**config.mk**
```make
export PLATFORM = sky130hd
export DESIGN_NAME = level_bracket_interp_weights
export DESIGN_NICKNAME = d
export VERILOG_FILES = /design/src/rtl/core/lbiw_pkg.sv /design/src/rtl/core/lbiw_ram.sv /design/src/rtl/core/lbiw_front.sv /design/src/rtl/core/lbiw_div.sv /design/src/rtl/core/lbiw_back.sv /design/src/rtl/core/level_bracket_interp_weights.sv
export SDC_FILE = /design/constraint.sdc
export NUM_CORES = 2
export LEC_CHECK = 0
export BUFFER_PORTS_ARGS = -buffer_cell sky130_fd_sc_hd__buf_4
export CAP_MARGIN = 20
export CORE_MARGIN = 10
export CORE_UTILIZATION = 50
export CTS_CLUSTER_DIAMETER = 200
export CTS_CLUSTER_SIZE = 12
export DETAILED_ROUTE_END_ITERATION = 10
export GPL_TIMING_DRIVEN = 0
export PLACE_DENSITY_LB_ADDON = 0.05
export SLEW_MARGIN = 40
export SYNTH_ARGS = -nofsm -noshare
export SYNTH_HDL_FRONTEND = slang
export SYNTH_SLANG_ARGS = --single-unit
```
**constraint.sdc**
```tcl
create_clock -name clock -period 5.7 [get_ports clock]
set_clock_uncertainty 0.15 [all_clocks]
set_input_delay 0.855 -clock clock [delete_from_list [all_inputs] [get_ports clock]]
set_output_delay 0.855 -clock clock [all_outputs]
set_load 0.03 [all_outputs]
```
**src/rtl/core/lbiw_pkg.sv**
```systemverilog
// ----------------------------------------------------------------------------
// lbiw_pkg - shared types and constants for level bracket interpolation weights
// Transaction structs, the internal command format, the back-end state
// encoding and the fixed field widths.
// ----------------------------------------------------------------------------
package lbiw_pkg;

   // default table depth and weight precision
   localparam int unsigned MAX_LEVELS       = 64;
   localparam int unsigned WEIGHT_FRAC_BITS = 16;

   // fixed field widths
   localparam int unsigned IDX_W   = 6;
   localparam int unsigned VALUE_W = 32;
   localparam int unsigned COUNT_W = 7;
   localparam int unsigned DIFF_W  = VALUE_W + 1;

   // full weight, 1.0 in Q1.WEIGHT_FRAC_BITS
   localparam logic [WEIGHT_FRAC_BITS:0] ONE_WEIGHT =
      (WEIGHT_FRAC_BITS+1)'(1) << WEIGHT_FRAC_BITS;

   // operation codes
   localparam logic OP_WRITE = 1'b0;
   localparam logic OP_QUERY = 1'b1;

   // point counts
   localparam logic [1:0] POINTS_ONE = 2'd1;
   localparam logic [1:0] POINTS_TWO = 2'd2;

   // input transaction
   typedef struct packed {
      logic                      operation;
      logic [IDX_W-1:0]          level_index;
      logic signed [VALUE_W-1:0] level_value;
      logic signed [VALUE_W-1:0] target_level;
   } req_type;

   // result transaction
   typedef struct packed {
      logic [1:0]                  point_count;
      logic [IDX_W-1:0]            lower_index;
      logic [IDX_W-1:0]            upper_index;
      logic [WEIGHT_FRAC_BITS:0]   lower_weight;
      logic [WEIGHT_FRAC_BITS-1:0] upper_weight;
   } rsp_type;

   // classified command handed from front to back
   typedef struct packed {
      logic                      is_query;
      logic [IDX_W-1:0]          index;
      logic signed [VALUE_W-1:0] value;   // level for writes, target for queries
   } cmd_type;

   // back-end sequencer states
   typedef enum logic [1:0] {
      ST_IDLE,
      ST_SCAN,
      ST_DIV
   } back_state_type;

endpackage

```
**src/rtl/core/lbiw_ram.sv**
```systemverilog
// ----------------------------------------------------------------------------
// lbiw_ram - generic single-port-write, single-port-read RAM
// One write and one read per cycle, read data registered.
// ----------------------------------------------------------------------------
module lbiw_ram #(
   parameter int unsigned WIDTH = 32,
   parameter int unsigned DEPTH = 64
) (
   input  logic                     clock,
   input  logic                     wr_en,
   input  logic [$clog2(DEPTH)-1:0] wr_addr,
   input  logic [WIDTH-1:0]         wr_data,
   input  logic [$clog2(DEPTH)-1:0] rd_addr,
   output logic [WIDTH-1:0]         rd_data
);

   logic [WIDTH-1:0] mem [DEPTH];
   logic [WIDTH-1:0] rd_data_ff;

   // write port and registered read port
   always_ff @(posedge clock) begin
      if (wr_en) begin
         mem[wr_addr] <= wr_data;
      end
      rd_data_ff <= mem[rd_addr];
   end

   assign rd_data = rd_data_ff;

endmodule

```
**src/rtl/core/lbiw_front.sv**
```systemverilog
// ----------------------------------------------------------------------------
// lbiw_front - transaction intake and classification
// Accepts input transactions, drops table writes that fall outside the
// table, and queues the rest as commands in a two-entry queue.
// ----------------------------------------------------------------------------
module lbiw_front #(
   parameter int unsigned MAX_LEVELS = lbiw_pkg::MAX_LEVELS
) (
   input  logic              clock,
   input  logic              reset,
   input  logic              start,
   output logic              busy,
   input  lbiw_pkg::req_type req_data,
   output logic              cmd_valid,
   output lbiw_pkg::cmd_type cmd,
   input  logic              cmd_pop
);

   localparam int unsigned QUEUE_DEPTH = 2;

   lbiw_pkg::cmd_type queue_ff [QUEUE_DEPTH];
   logic              wr_ptr_ff, wr_ptr_in;
   logic              rd_ptr_ff, rd_ptr_in;
   logic [1:0]        count_ff, count_in;
   logic              accept;
   logic              keep;
   logic              push;
   logic              pop;
   lbiw_pkg::cmd_type new_cmd;

   assign busy   = (count_ff == 2'(QUEUE_DEPTH));
   assign accept = start && !busy;

   // classify: a query always, a write only when it lands inside the table
   always_comb begin
      new_cmd.is_query = (req_data.operation == lbiw_pkg::OP_QUERY);
      new_cmd.index    = req_data.level_index;
      new_cmd.value    = new_cmd.is_query ? req_data.target_level : req_data.level_value;
      keep             = new_cmd.is_query || (32'(req_data.level_index) < MAX_LEVELS);
   end

   assign push = accept && keep;
   assign pop  = cmd_pop && (count_ff != 2'd0);

   // queue pointers and fill count
   always_comb begin
      wr_ptr_in = push ? ~wr_ptr_ff : wr_ptr_ff;
      rd_ptr_in = pop ? ~rd_ptr_ff : rd_ptr_ff;
      count_in  = count_ff + 2'(push) - 2'(pop);
   end

   always_ff @(posedge clock) begin
      if (reset) begin
         wr_ptr_ff <= 1'b0;
         rd_ptr_ff <= 1'b0;
         count_ff  <= 2'd0;
      end else begin
         wr_ptr_ff <= wr_ptr_in;
         rd_ptr_ff <= rd_ptr_in;
         count_ff  <= count_in;
      end
   end

   // queue payload, no reset needed
   always_ff @(posedge clock) begin
      if (push) begin
         queue_ff[wr_ptr_ff] <= new_cmd;
      end
   end

   assign cmd_valid = (count_ff != 2'd0);
   assign cmd       = queue_ff[rd_ptr_ff];

endmodule

```
**src/rtl/core/lbiw_div.sv**
```systemverilog
// ----------------------------------------------------------------------------
// lbiw_div - restoring divider for the fractional weight
// Computes floor(num * 2^WEIGHT_FRAC_BITS / den) for num < den, one
// quotient bit per cycle.
// ----------------------------------------------------------------------------
module lbiw_div (
   input  logic                                     clock,
   input  logic                                     reset,
   input  logic                                     start,
   input  logic [lbiw_pkg::DIFF_W-1:0]              num,
   input  logic [lbiw_pkg::DIFF_W-1:0]              den,
   output logic                                     done,
   output logic [lbiw_pkg::WEIGHT_FRAC_BITS-1:0]    quot
);

   localparam int unsigned QW     = lbiw_pkg::WEIGHT_FRAC_BITS;
   localparam int unsigned DW     = lbiw_pkg::DIFF_W;
   localparam int unsigned STEP_W = $clog2(QW + 1);

   logic              active_ff, active_in;
   logic              done_ff, done_in;
   logic [STEP_W-1:0] step_ff, step_in;
   logic [DW-1:0]     rem_ff, rem_in;
   logic [DW-1:0]     den_ff, den_in;
   logic [QW-1:0]     quot_ff, quot_in;
   logic [DW:0]       shifted;
   logic [DW:0]       diff;

   // one restoring step: shift, trial subtract, keep on no borrow
   always_comb begin
      shifted   = {rem_ff, 1'b0};
      diff      = shifted - {1'b0, den_ff};
      active_in = active_ff;
      done_in   = 1'b0;
      step_in   = step_ff;
      rem_in    = rem_ff;
      den_in    = den_ff;
      quot_in   = quot_ff;
      if (start) begin
         active_in = 1'b1;
         step_in   = STEP_W'(QW);
         rem_in    = num;
         den_in    = den;
      end else if (active_ff) begin
         if (!diff[DW]) begin
            rem_in  = diff[DW-1:0];
            quot_in = {quot_ff[QW-2:0], 1'b1};
         end else begin
            rem_in  = shifted[DW-1:0];
            quot_in = {quot_ff[QW-2:0], 1'b0};
         end
         step_in = step_ff - STEP_W'(1);
         if (step_ff == STEP_W'(1)) begin
            active_in = 1'b0;
            done_in   = 1'b1;
         end
      end
   end

   always_ff @(posedge clock) begin
      if (reset) begin
         active_ff <= 1'b0;
         done_ff   <= 1'b0;
         step_ff   <= '0;
      end else begin
         active_ff <= active_in;
         done_ff   <= done_in;
         step_ff   <= step_in;
      end
   end

   always_ff @(posedge clock) begin
      rem_ff  <= rem_in;
      den_ff  <= den_in;
      quot_ff <= quot_in;
   end

   assign done = done_ff;
   assign quot = quot_ff;

endmodule

```
**src/rtl/core/lbiw_back.sv**
```systemverilog
// ----------------------------------------------------------------------------
// lbiw_back - command execution
// Applies table writes, scans the table for a query's bracket one level per
// cycle, runs the weight division and registers the result strobe.
// ----------------------------------------------------------------------------
module lbiw_back #(
   parameter int unsigned MAX_LEVELS = lbiw_pkg::MAX_LEVELS
) (
   input  logic                          clock,
   input  logic                          reset,
   input  logic                          cmd_valid,
   input  lbiw_pkg::cmd_type             cmd,
   output logic                          cmd_pop,
   input  logic                          csr_write_enable,
   input  logic [lbiw_pkg::COUNT_W-1:0]  csr_write_data,
   output logic                          rsp_valid,
   output lbiw_pkg::rsp_type             rsp_data
);

   localparam int unsigned IW = $clog2(MAX_LEVELS);
   localparam int unsigned CW = $clog2(MAX_LEVELS + 1);
   localparam int unsigned VW = lbiw_pkg::VALUE_W;
   localparam int unsigned DW = lbiw_pkg::DIFF_W;
   localparam int unsigned QW = lbiw_pkg::WEIGHT_FRAC_BITS;

   lbiw_pkg::back_state_type state_ff, state_in;

   logic [lbiw_pkg::COUNT_W-1:0] level_count_ff;
   logic [CW-1:0]                n_used;
   logic [CW-1:0]                n_ff, n_in;
   logic [CW-1:0]                idx_ff, idx_in;
   logic signed [VW-1:0]         target_ff, target_in;
   logic signed [VW-1:0]         prev_ff, prev_in;
   logic                         rsp_valid_ff, rsp_valid_in;
   lbiw_pkg::rsp_type            rsp_ff, rsp_in;

   logic                         ram_we;
   logic [VW-1:0]                ram_rd_data;
   logic signed [VW-1:0]         level;
   logic                         scan_hit;
   logic                         scan_last;
   logic                         div_start;
   logic                         div_done;
   logic [DW-1:0]                div_num;
   logic [DW-1:0]                div_den;
   logic [QW-1:0]                div_quot;

   // level count register
   always_ff @(posedge clock) begin
      if (reset) begin
         level_count_ff <= lbiw_pkg::COUNT_W'(1);
      end else if (csr_write_enable) begin
         level_count_ff <= csr_write_data;
      end
   end

   // used levels: zero counts as one, large counts clamp to the table depth
   always_comb begin
      if (level_count_ff == '0) begin
         n_used = CW'(1);
      end else if (32'(level_count_ff) > MAX_LEVELS) begin
         n_used = CW'(MAX_LEVELS);
      end else begin
         n_used = CW'(level_count_ff);
      end
   end

   // level table
   lbiw_ram #(
      .WIDTH (VW),
      .DEPTH (MAX_LEVELS)
   ) u_table (
      .clock   (clock),
      .wr_en   (ram_we),
      .wr_addr (IW'(cmd.index)),
      .wr_data (cmd.value),
      .rd_addr (idx_in[IW-1:0]),
      .rd_data (ram_rd_data)
   );

   // scan compare on the level read for idx_ff
   assign level     = $signed(ram_rd_data);
   assign scan_hit  = (target_ff < level);
   assign scan_last = (CW'(idx_ff + CW'(1)) == n_ff);
   assign div_num   = {target_ff[VW-1], target_ff} - {prev_ff[VW-1], prev_ff};
   assign div_den   = {level[VW-1], level} - {prev_ff[VW-1], prev_ff};

   lbiw_div u_div (
      .clock (clock),
      .reset (reset),
      .start (div_start),
      .num   (div_num),
      .den   (div_den),
      .done  (div_done),
      .quot  (div_quot)
   );

   // next state
   always_comb begin
      state_in = state_ff;
      unique case (state_ff)
         lbiw_pkg::ST_IDLE: begin
            if (cmd_valid && cmd.is_query) begin
               state_in = lbiw_pkg::ST_SCAN;
            end
         end
         lbiw_pkg::ST_SCAN: begin
            if (scan_hit) begin
               state_in = (idx_ff == '0) ? lbiw_pkg::ST_IDLE : lbiw_pkg::ST_DIV;
            end else if (scan_last) begin
               state_in = lbiw_pkg::ST_IDLE;
            end
         end
         lbiw_pkg::ST_DIV: begin
            if (div_done) begin
               state_in = lbiw_pkg::ST_IDLE;
            end
         end
         default: state_in = lbiw_pkg::ST_IDLE;
      endcase
   end

   // datapath and outputs
   always_comb begin
      cmd_pop      = 1'b0;
      ram_we       = 1'b0;
      div_start    = 1'b0;
      idx_in       = idx_ff;
      n_in         = n_ff;
      target_in    = target_ff;
      prev_in      = prev_ff;
      rsp_valid_in = 1'b0;
      rsp_in       = rsp_ff;
      unique case (state_ff)
         lbiw_pkg::ST_IDLE: begin
            cmd_pop = cmd_valid;
            if (cmd_valid) begin
               if (cmd.is_query) begin
                  idx_in    = '0;
                  n_in      = n_used;
                  target_in = cmd.value;
               end else begin
                  ram_we = 1'b1;
               end
            end
         end
         lbiw_pkg::ST_SCAN: begin
            if (scan_hit && (idx_ff == '0)) begin
               // below the first level
               rsp_valid_in        = 1'b1;
               rsp_in.point_count  = lbiw_pkg::POINTS_ONE;
               rsp_in.lower_index  = '0;
               rsp_in.upper_index  = '0;
               rsp_in.lower_weight = lbiw_pkg::ONE_WEIGHT;
               rsp_in.upper_weight = '0;
            end else if (scan_hit) begin
               div_start = 1'b1;
            end else if (scan_last) begin
               // at or above the last used level
               rsp_valid_in        = 1'b1;
               rsp_in.point_count  = lbiw_pkg::POINTS_ONE;
               rsp_in.lower_index  = lbiw_pkg::IDX_W'(idx_ff);
               rsp_in.upper_index  = '0;
               rsp_in.lower_weight = lbiw_pkg::ONE_WEIGHT;
               rsp_in.upper_weight = '0;
            end else begin
               prev_in = level;
               idx_in  = CW'(idx_ff + CW'(1));
            end
         end
         lbiw_pkg::ST_DIV: begin
            if (div_done) begin
               rsp_valid_in        = 1'b1;
               rsp_in.point_count  = lbiw_pkg::POINTS_TWO;
               rsp_in.lower_index  = lbiw_pkg::IDX_W'(CW'(idx_ff - CW'(1)));
               rsp_in.upper_index  = lbiw_pkg::IDX_W'(idx_ff);
               rsp_in.lower_weight = lbiw_pkg::ONE_WEIGHT - {1'b0, div_quot};
               rsp_in.upper_weight = div_quot;
            end
         end
         default: begin
         end
      endcase
   end

   always_ff @(posedge clock) begin
      if (reset) begin
         state_ff     <= lbiw_pkg::ST_IDLE;
         rsp_valid_ff <= 1'b0;
      end else begin
         state_ff     <= state_in;
         rsp_valid_ff <= rsp_valid_in;
      end
   end

   always_ff @(posedge clock) begin
      idx_ff    <= idx_in;
      n_ff      <= n_in;
      target_ff <= target_in;
      prev_ff   <= prev_in;
      rsp_ff    <= rsp_in;
   end

   assign rsp_valid = rsp_valid_ff;
   assign rsp_data  = rsp_ff;

endmodule

```
**src/rtl/core/level_bracket_interp_weights.sv**
```systemverilog
// A query's result strobe follows its scan of the used levels when clamped, and the weight
// division as well when bracketing. The back end works on one command at a time; a two-entry
// command queue takes new transactions meanwhile. The receiver cannot stall results.
// Synchronous reset clears control state and sets level_count to 1; the table stays undefined.
// ----------------------------------------------------------------------------
// level_bracket_interp_weights - piecewise linear interpolation weights
// Holds a table of ascending levels and returns the bracketing indices and
// Q1.16 lower and Q0.16 upper weights for a target level.
// ----------------------------------------------------------------------------
module level_bracket_interp_weights #(
   parameter int unsigned MAX_LEVELS = lbiw_pkg::MAX_LEVELS
) (
   input  logic                          clock,
   input  logic                          reset,
   input  logic                          start,
   output logic                          busy,
   input  lbiw_pkg::req_type             req_data,
   output logic                          rsp_valid,
   output lbiw_pkg::rsp_type             rsp_data,
   input  logic                          csr_write_enable,
   input  logic [lbiw_pkg::COUNT_W-1:0]  csr_write_data
);

   logic              cmd_valid;
   logic              cmd_pop;
   lbiw_pkg::cmd_type cmd;

   // intake and queue
   lbiw_front #(
      .MAX_LEVELS (MAX_LEVELS)
   ) u_front (
      .clock     (clock),
      .reset     (reset),
      .start     (start),
      .busy      (busy),
      .req_data  (req_data),
      .cmd_valid (cmd_valid),
      .cmd       (cmd),
      .cmd_pop   (cmd_pop)
   );

   // execution
   lbiw_back #(
      .MAX_LEVELS (MAX_LEVELS)
   ) u_back (
      .clock            (clock),
      .reset            (reset),
      .cmd_valid        (cmd_valid),
      .cmd              (cmd),
      .cmd_pop          (cmd_pop),
      .csr_write_enable (csr_write_enable),
      .csr_write_data   (csr_write_data),
      .rsp_valid        (rsp_valid),
      .rsp_data         (rsp_data)
   );

endmodule
```
Yosys cells after proc, flatten, opt, wreduce, memory -nomap -nowiden
Memory sizes are Yosys's and may differ from the RTL's. A register that Yosys moved wholly into a read port is not among the register bits.
Index checks and enable logic that the tools add are counted.
{"block": "word_totals", "regBits": 228, "ramBits": 2126, "input_bits": 82, "mem_count": 2}
{"block": "classes", "addsub": 9, "n_lt_le_gt_ge": 2, "eq_ne": 15, "n_mux": 47, "bitwise": 7, "n_reduce_logical": 21}
{"memory": "u_back.u_table.mem", "words": 64, "width": 32, "read_ports": 1, "rd_clocked_by_memory_dff": 1, "write_ports": 1, "line": "lbiw_ram.sv:17", "text": "logic [WIDTH-1:0] mem [DEPTH];"}
{"memory": "u_front.queue_ff", "words": 2, "width": 39, "read_ports": 1, "rd_clocked_by_memory_dff": 1, "write_ports": 1, "line": "lbiw_front.sv:21", "text": "lbiw_pkg::cmd_type queue_ff [QUEUE_DEPTH];"}
{"operator": "2-to-1 mux 47 bit", "n": 4}
{"operator": "2-to-1 mux 33 bit", "n": 3}
{"operator": "case mux 47 bit (2 select lines)", "n": 1}
{"operator": "subtractor 32 x 32 -> 33 bit", "n": 2}
{"operator": "2-to-1 mux 7 bit", "n": 6}
{"operator": "subtractor 34 x 33 -> 34 bit", "n": 1}
{"operator": "< comparator 32 bit", "n": 1}
{"operator": "2-to-1 mux 32 bit", "n": 1}
{"operator": "2-to-1 mux 1 bit", "n": 22}
{"operator": "subtractor 17 x 16 -> 17 bit (first input constant)", "n": 1}
{"operator": "zero test 7 bit", "n": 2}
{"operator": "case mux 7 bit (2 select lines)", "n": 1}
{"operator": "2-to-1 mux 2 bit", "n": 5}
{"operator": "2-to-1 mux 5 bit", "n": 2}
{"operator": "!= test 2 bit (second input constant)", "n": 4}
{"operator": "AND reduction 4 bit", "n": 2}
{"operator": "nonzero test 2 bit", "n": 4}
{"operator": "adder 7 x 1 -> 7 bit (second input constant)", "n": 1}
{"operator": "equality test 7 bit", "n": 1}
{"operator": "> comparator 7 bit (second input constant)", "n": 1}
{"operator": "NOT 1 bit", "n": 7}
{"operator": "!= test 2 x 1 -> 1 bit (second input constant)", "n": 3}
{"operator": "!= test 3 x 1 -> 1 bit (second input constant)", "n": 2}
{"operator": "case mux 2 bit (3 select lines)", "n": 1}
{"operator": "other kinds (17)", "n": 23}

Depth between registers and ports, before layout
{"block": "logic_depth", "ltp_word": 6, "mapped_depth": 19, "mapped_depth_nobuf": 16}

Modules after synthesis
Synthesis repeated with hierarchy kept, for this count alone.
{"block": "hier_totals", "cells_unflattened": 5080, "area_unflattened_um2": 97258.3}
{"module": "lbiw_ram", "instances": 1, "cells_each": 3324, "area_per_inst_um2": 78515.3, "seq_area_each_um2": 62139.6}
{"module": "lbiw_back", "instances": 1, "cells_each": 982, "area_per_inst_um2": 9535.4, "seq_area_each_um2": 3863.7}
{"module": "lbiw_div", "instances": 1, "cells_each": 590, "area_per_inst_um2": 5779.3, "seq_area_each_um2": 2602.5}
{"module": "lbiw_front", "instances": 1, "cells_each": 184, "area_per_inst_um2": 3428.3, "seq_area_each_um2": 2442.3}

Worst setup path after synthesis
OpenSTA, ideal clock, no wires.
{"block": "synth_path", "kind": "reg-to-reg", "startpoint": "register u_back.target_ff[13]", "endpoint": "register u_back.u_table.rd_data_ff[0], in the netlist u_back.u_table.rd_data[0], read port of u_back.u_table.mem", "t_arrival_ns": 4.080, "required_ns": 5.419, "setup_slack_ns": 1.339, "stages_incl_launch_ff": 17, "path_buffers": 2, "period_less_slack_ns": 4.361, "cell_sequence": "edfxtp_1 ha_1 a21oi_2 nor2_1 a2111oi_4 o22ai_2 o31a_2 or3_4 inv_2 a22oi_4 buf_6 buf_2 a211oi_1 a311oi_1 or4_1 a311oi_1 nand4_1"}
{"block": "synth_via", "elab_chain_cells": 4, "word_cells_on_any_way": 5, "classes_between": "1 x order compare; 3 x mux; 1 x reduce/logical"}
{"element": "start, declared", "line": "lbiw_back.sv:32", "text": "logic signed [VW-1:0] target_ff, target_in;"}
{"element": "start signal, assigned", "line": "lbiw_back.sv:199", "text": "target_ff <= target_in;"}
{"element": "< comparator 32 bit (*)", "line": "lbiw_back.sv:83", "text": "assign scan_hit = (target_ff < level);"}
{"element": "2-to-1 mux 7 bit or logical AND 1 bit (tied branches)", "line": "lbiw_back.sv:156, lbiw_back.sv:148"}
{"element": "2-to-1 mux 7 bit (*)", "line": "lbiw_back.sv:148", "text": "if (scan_hit && (idx_ff == '0)) begin"}
{"element": "case mux 7 bit (2 select lines) (*)", "line": "lbiw_back.sv:134", "text": "unique case (state_ff)"}
{"element": "end, declared", "line": "lbiw_ram.sv:18", "text": "logic [WIDTH-1:0] rd_data_ff;"}
Mark *: on every way between the ends. The rest lies on a longest branch, timed or not. The select of a mux whose other input is x is not followed.
A chain may end at the register's enable or synchronous reset.

Worst setup path in the final report
{"block": "layout_path", "startpoint": "register u_back.target_ff[31]", "endpoint": "register u_back.u_table.rd_data_ff[21], in the netlist u_back.u_table.rd_data[21], read port of u_back.u_table.mem"}
The elaborated chain is that of the path after synthesis.

==> metrics <==
Post-synth EDFFs=around 2300; Post-DP Area=between 100000 and 150000 um2; ys async rst share=0%; H-tree depth=4; Worst EP arrival=approximately 6.2 ns; Max Buffers Root-to-Sink=3; YS warnings=0; Comb pwr share=a little over two fifths; count of pins over their slew limit=0; I/O pin count=131; core area=approximately 200000 um2; # DRC=0; final estimated routing congestion in global placement=about 0.90; synthesized instance count=approximately 7200; Post-synth top flop=edfxtp_1; CTS Buf Count=around 220; Hold Startpoint=csr_write_data[4]; Final setup viols=3; Least-Margin Pin Slew=around 0.96 ns; Worst-Skew Late Latency=0.88 ns; violation count after the first detailed-routing iteration=slightly above 7000; WS Path Type=reg2reg; PortBufs=around 130; Critical Path End Type=flip-flop; initial antenna violation count=13; Min-Delay Path Depth=3; startpoint types=flip-flop; post-synthesis sequential area ratio=between 70% and 80%; Max Cap Viol=0; crit path time final=around 5.8 ns; maximum clock rate=roughly 0.17 GHz; WL/cell=roughly 29 um; maximum vdd drop=approximately 0.00037 V; vias in the first global route=about 62000; worst flop-to-flop path startpoint=u_back.target_ff[31]; P_sw=25.6 mW; setup TNS=-0.166 ns; P&R area growth vs syn=16.2%; crit path max fanout=10; Net Sw Frac=41.0%; vias per cell=between 6 and 7; Power Density=roughly 550 nW/um2; Die Footprint=~220000 um2; HPWL Detailed=216000 um; CP Data Required Time=a little over 6 ns; Synth Cell Area=roughly 98000 um2; sequential power share=a little over a third; Hold Path Class=in2reg; Avg Cell Area, Syn=roughly 14 um2; Slew HR=roughly 36%; global-route wire length before repair=about 430000 um; clock root buffer=clkbuf_16; register bit total from synthesis=2386; FP Rows=162; leakage power=approximately 40 nW; Via Count=roughly 63000; Initial Util=slightly above 50%; final antenna-violating net count=0; Internal Power=roughly 37 mW; Worst R2R Setup Slack=-0.08 ns; layout cell share with drive strength beyond 1=between 10% and 20%; Overflow after GRT=0; design area=~110000 um2; cells on worst reg2reg path=17; router iterations before antenna repair=6; CTS Sinks=2386; Mapped Nets=between 7000 and 8000; Final Routed Wirelength=around 300000 um; RSZ-0062 raised after global routing=yes; status=complete, but fails checks; failing checks=setup timing; largest net degree at the start of global routing=66; die height=roughly 460 um; gr usage total=27.2%; Hold Fails Final Rpt=0; final worst slack=-0.0758 ns; Final period util=101%; Clk pwr share=a little over a fifth; CTS tree=done; reg2reg end=u_back.u_table.rd_data[21]; Yosys cell types=90; worst hold endpoint=u_back.level_count_ff[4]; final net count=around 8000; clk slew on worst S/H paths=~0.060 ns; width of the chip=between 400 and 500 um
[kinds of logic (layout without fill, tap and decap cells)]
group                    count (synthesis)  count (layout)  share of synthesized area (%)
AND/OR/NAND/NOR                       2652            2652                           12.1
flip-flops                            2386            2386                           72.2
AO/OA/AOI/OAI                         1256            1256                           9.06
buffers and inverters                  591            1189                           2.68
adder cells (fa/ha/maj)                140             140                           1.80
multiplexers                           113             113                           1.24
XOR/XNOR                               111             111                           1.00
other                                    0               6                              0
[power by group through the flow]
stage | clock (mW) | combinational (mW) | sequential, mW
final | 13.1 | 27.1 | 22.3
after floorplan | 0 | 14.5 | 22.7
after global routing | 13.9 | 29.0 | 22.4
after detailed placement | 0 | 25.7 | 22.7
after CTS | 13.2 | 26.6 | 22.3
after global placement | 0 | 24.3 | 22.8
[what timing repair did]
item | 4_1_cts | 5_1_grt
pin swaps | 36 | 23
hold buffers | 3 | 0
hold endpoints to repair | 5 | 0
gates resized for setup | 218 | 175
gates cloned | 1 | 0
endpoints found under the setup margin | 32 | 32
buffers inserted | 16 | 1
[per-layer routing]
layer | track usage [%] | vias to the layer above | share of wire (%)
met5 | 0.334 | - | 0.069
met4 | 9.54 | 16 | 4.0
met3 | 4.78 | 468 | 8.0
met2 | 43.5 | 2520 | 46
met1 | 37.4 | 32000 | 41
li1 | - | 28300 | -
[Yosys cell counts (6+ instances only)]
cell type	n	area (um2)
edfxtp_1	2326	69800
nand2b_1	19	119
or2_2	9	56.3
nand4_1	44	275
mux2_2	69	777
buf_1	28	105
dfxtp_1	60	1200
buf_2	116	581
a211oi_1	139	1040
a21oi_1	353	1770
o21a_1	21	158
nand2_1	1620	6080
buf_6	14	158
a31oi_1	73	457
o31ai_1	6	45.0
a21o_1	38	285
nand3_1	288	1440
a2111oi_0	7	61.3
and3_1	275	1720
o22ai_1	68	425
a21boi_0	7	52.6
a22o_1	125	1090
clkbuf_1	254	953
xnor2_1	69	604
xor2_1	41	359
o31a_1	6	52.6
a32oi_1	62	543
mux2i_1	43	430
a311oi_1	222	1940
nor2_1	187	702
inv_1	144	541
o21bai_1	8	60.1
nor2b_1	25	156
o21ai_0	71	355
o2111ai_1	6	52.6
a221oi_1	6	52.6
nor4_1	41	257
or3_1	9	56.3
ha_1	137	1710
and3_2	24	180
clkbuf_8	7	96.3
or4_1	34	255
nor3_1	26	130
buf_4	13	97.6
and2_1	26	163
[layout by cell type, fill, tap and decap left out, types with 96 or more instances in the layout]
| master | netlist | routed |
|---|---|---|
| nand2_1 | 1620 | 1618 |
| a311oi_1 | 222 | 171 |
| edfxtp_1 | 2326 | 2326 |
| nand3_1 | 288 | 280 |
| clkbuf_2 | 0 | 96 |
| a21oi_1 | 353 | 352 |
| a22o_1 | 125 | 125 |
| ha_1 | 137 | 136 |
| nor2_1 | 187 | 120 |
| inv_1 | 144 | 143 |
| buf_2 | 116 | 110 |
| buf_4 | 13 | 197 |
| clkbuf_1 | 254 | 185 |
| and3_1 | 275 | 273 |
| clkbuf_16 | 0 | 216 |
| a211oi_1 | 139 | 133 |
[state kept, by name, summed over array words and instances (netlist names), named ones only]
signal / cells
u_back.rsp_data: 46
u_front.count_ff: 2
u_back.u_div.rem_ff: 33
u_front.rd_ptr_ff: 1
u_back.u_div.done: 1
u_back.level_count_ff: 7
u_back.u_div.active_ff: 1
u_back.u_div.den_ff: 33
u_back.idx_ff: 7
u_back.prev_ff: 32
u_back.u_div.quot: 16
u_back.n_ff: 7
u_back.target_ff: 32
u_back.u_table.rd_data: 32
u_back.u_table.mem: 2048
u_back.state_ff: 2
u_front.queue_ff: 78
u_front.wr_ptr_ff: 1
u_back.u_div.step_ff: 5
u_back.rsp_valid: 1
[worst max-delay path by stage]
| stage | start | endpoint | slack [ns] |
|---|---|---|---|
| final | u_back.target_ff[31] | u_back.u_table.rd_data[21] | -0.08 |
| after global routing | u_back.u_table.rd_data[17] | u_back.u_table.rd_data[29] | -0.05 |
| after floorplan | u_back.target_ff[13] | u_back.u_table.rd_data[0] | 1.34 |
| after CTS | u_back.idx_ff[1] | u_back.u_table.rd_data[21] | 0.003 |
| after detailed placement | u_back.target_ff[31] | u_back.u_table.rd_data[28] | -1.61 |
| after global placement | flip-flop | u_back.u_table.rd_data[18] | -3.25 |
[layout make-up]
cell class,count,area [um2]
Fill cell,15600,81000
Sequential cell,2386,71100
Multi-Input combinational cell,4272,27000
Clock buffer,275,5630
Timing Repair Buffer,307,4150
Tap cell,2624,3280
Buffer,439,2400
Inverter,151,591
Clock inverter,16,298
Antenna cell,6,15.0
Timing Repair inverter,1,8.76
[stage by stage]
step	hold slack, ns	power (mW)	util (%)	worst slack [ns]	cells
global route	0.0544	65.2	58.5	-0.0490	10500
detailed placement	0.307	48.4	54.7	-1.61	10200
floorplan	0.272	37.2	-	1.34	7249
global placement	0.306	47.1	52.6	-3.25	10000
CTS	0.0241	62.2	58.3	0.00336	10500
finish	0.0794	62.5	58.6	-0.0758	10500
[critical path, cell delays in order, from the launching register on]
cell and delay, ns:
edfxtp_1 0.49, ha_4 0.34, nand2_2 0.13, nor4_4 0.30, nand4_1 0.23, a31oi_4 0.32
buf_4 0.18, o31ai_4 0.08, o31ai_4 0.44, buf_6 0.21, nand2_4 0.10, buf_6 0.17
buf_4 0.19, a211oi_1 0.34, a311oi_1 0.11, or4_4 0.61, a311oi_4 0.60, nand4_1 0.46
(Power assumes the default switching activity.)
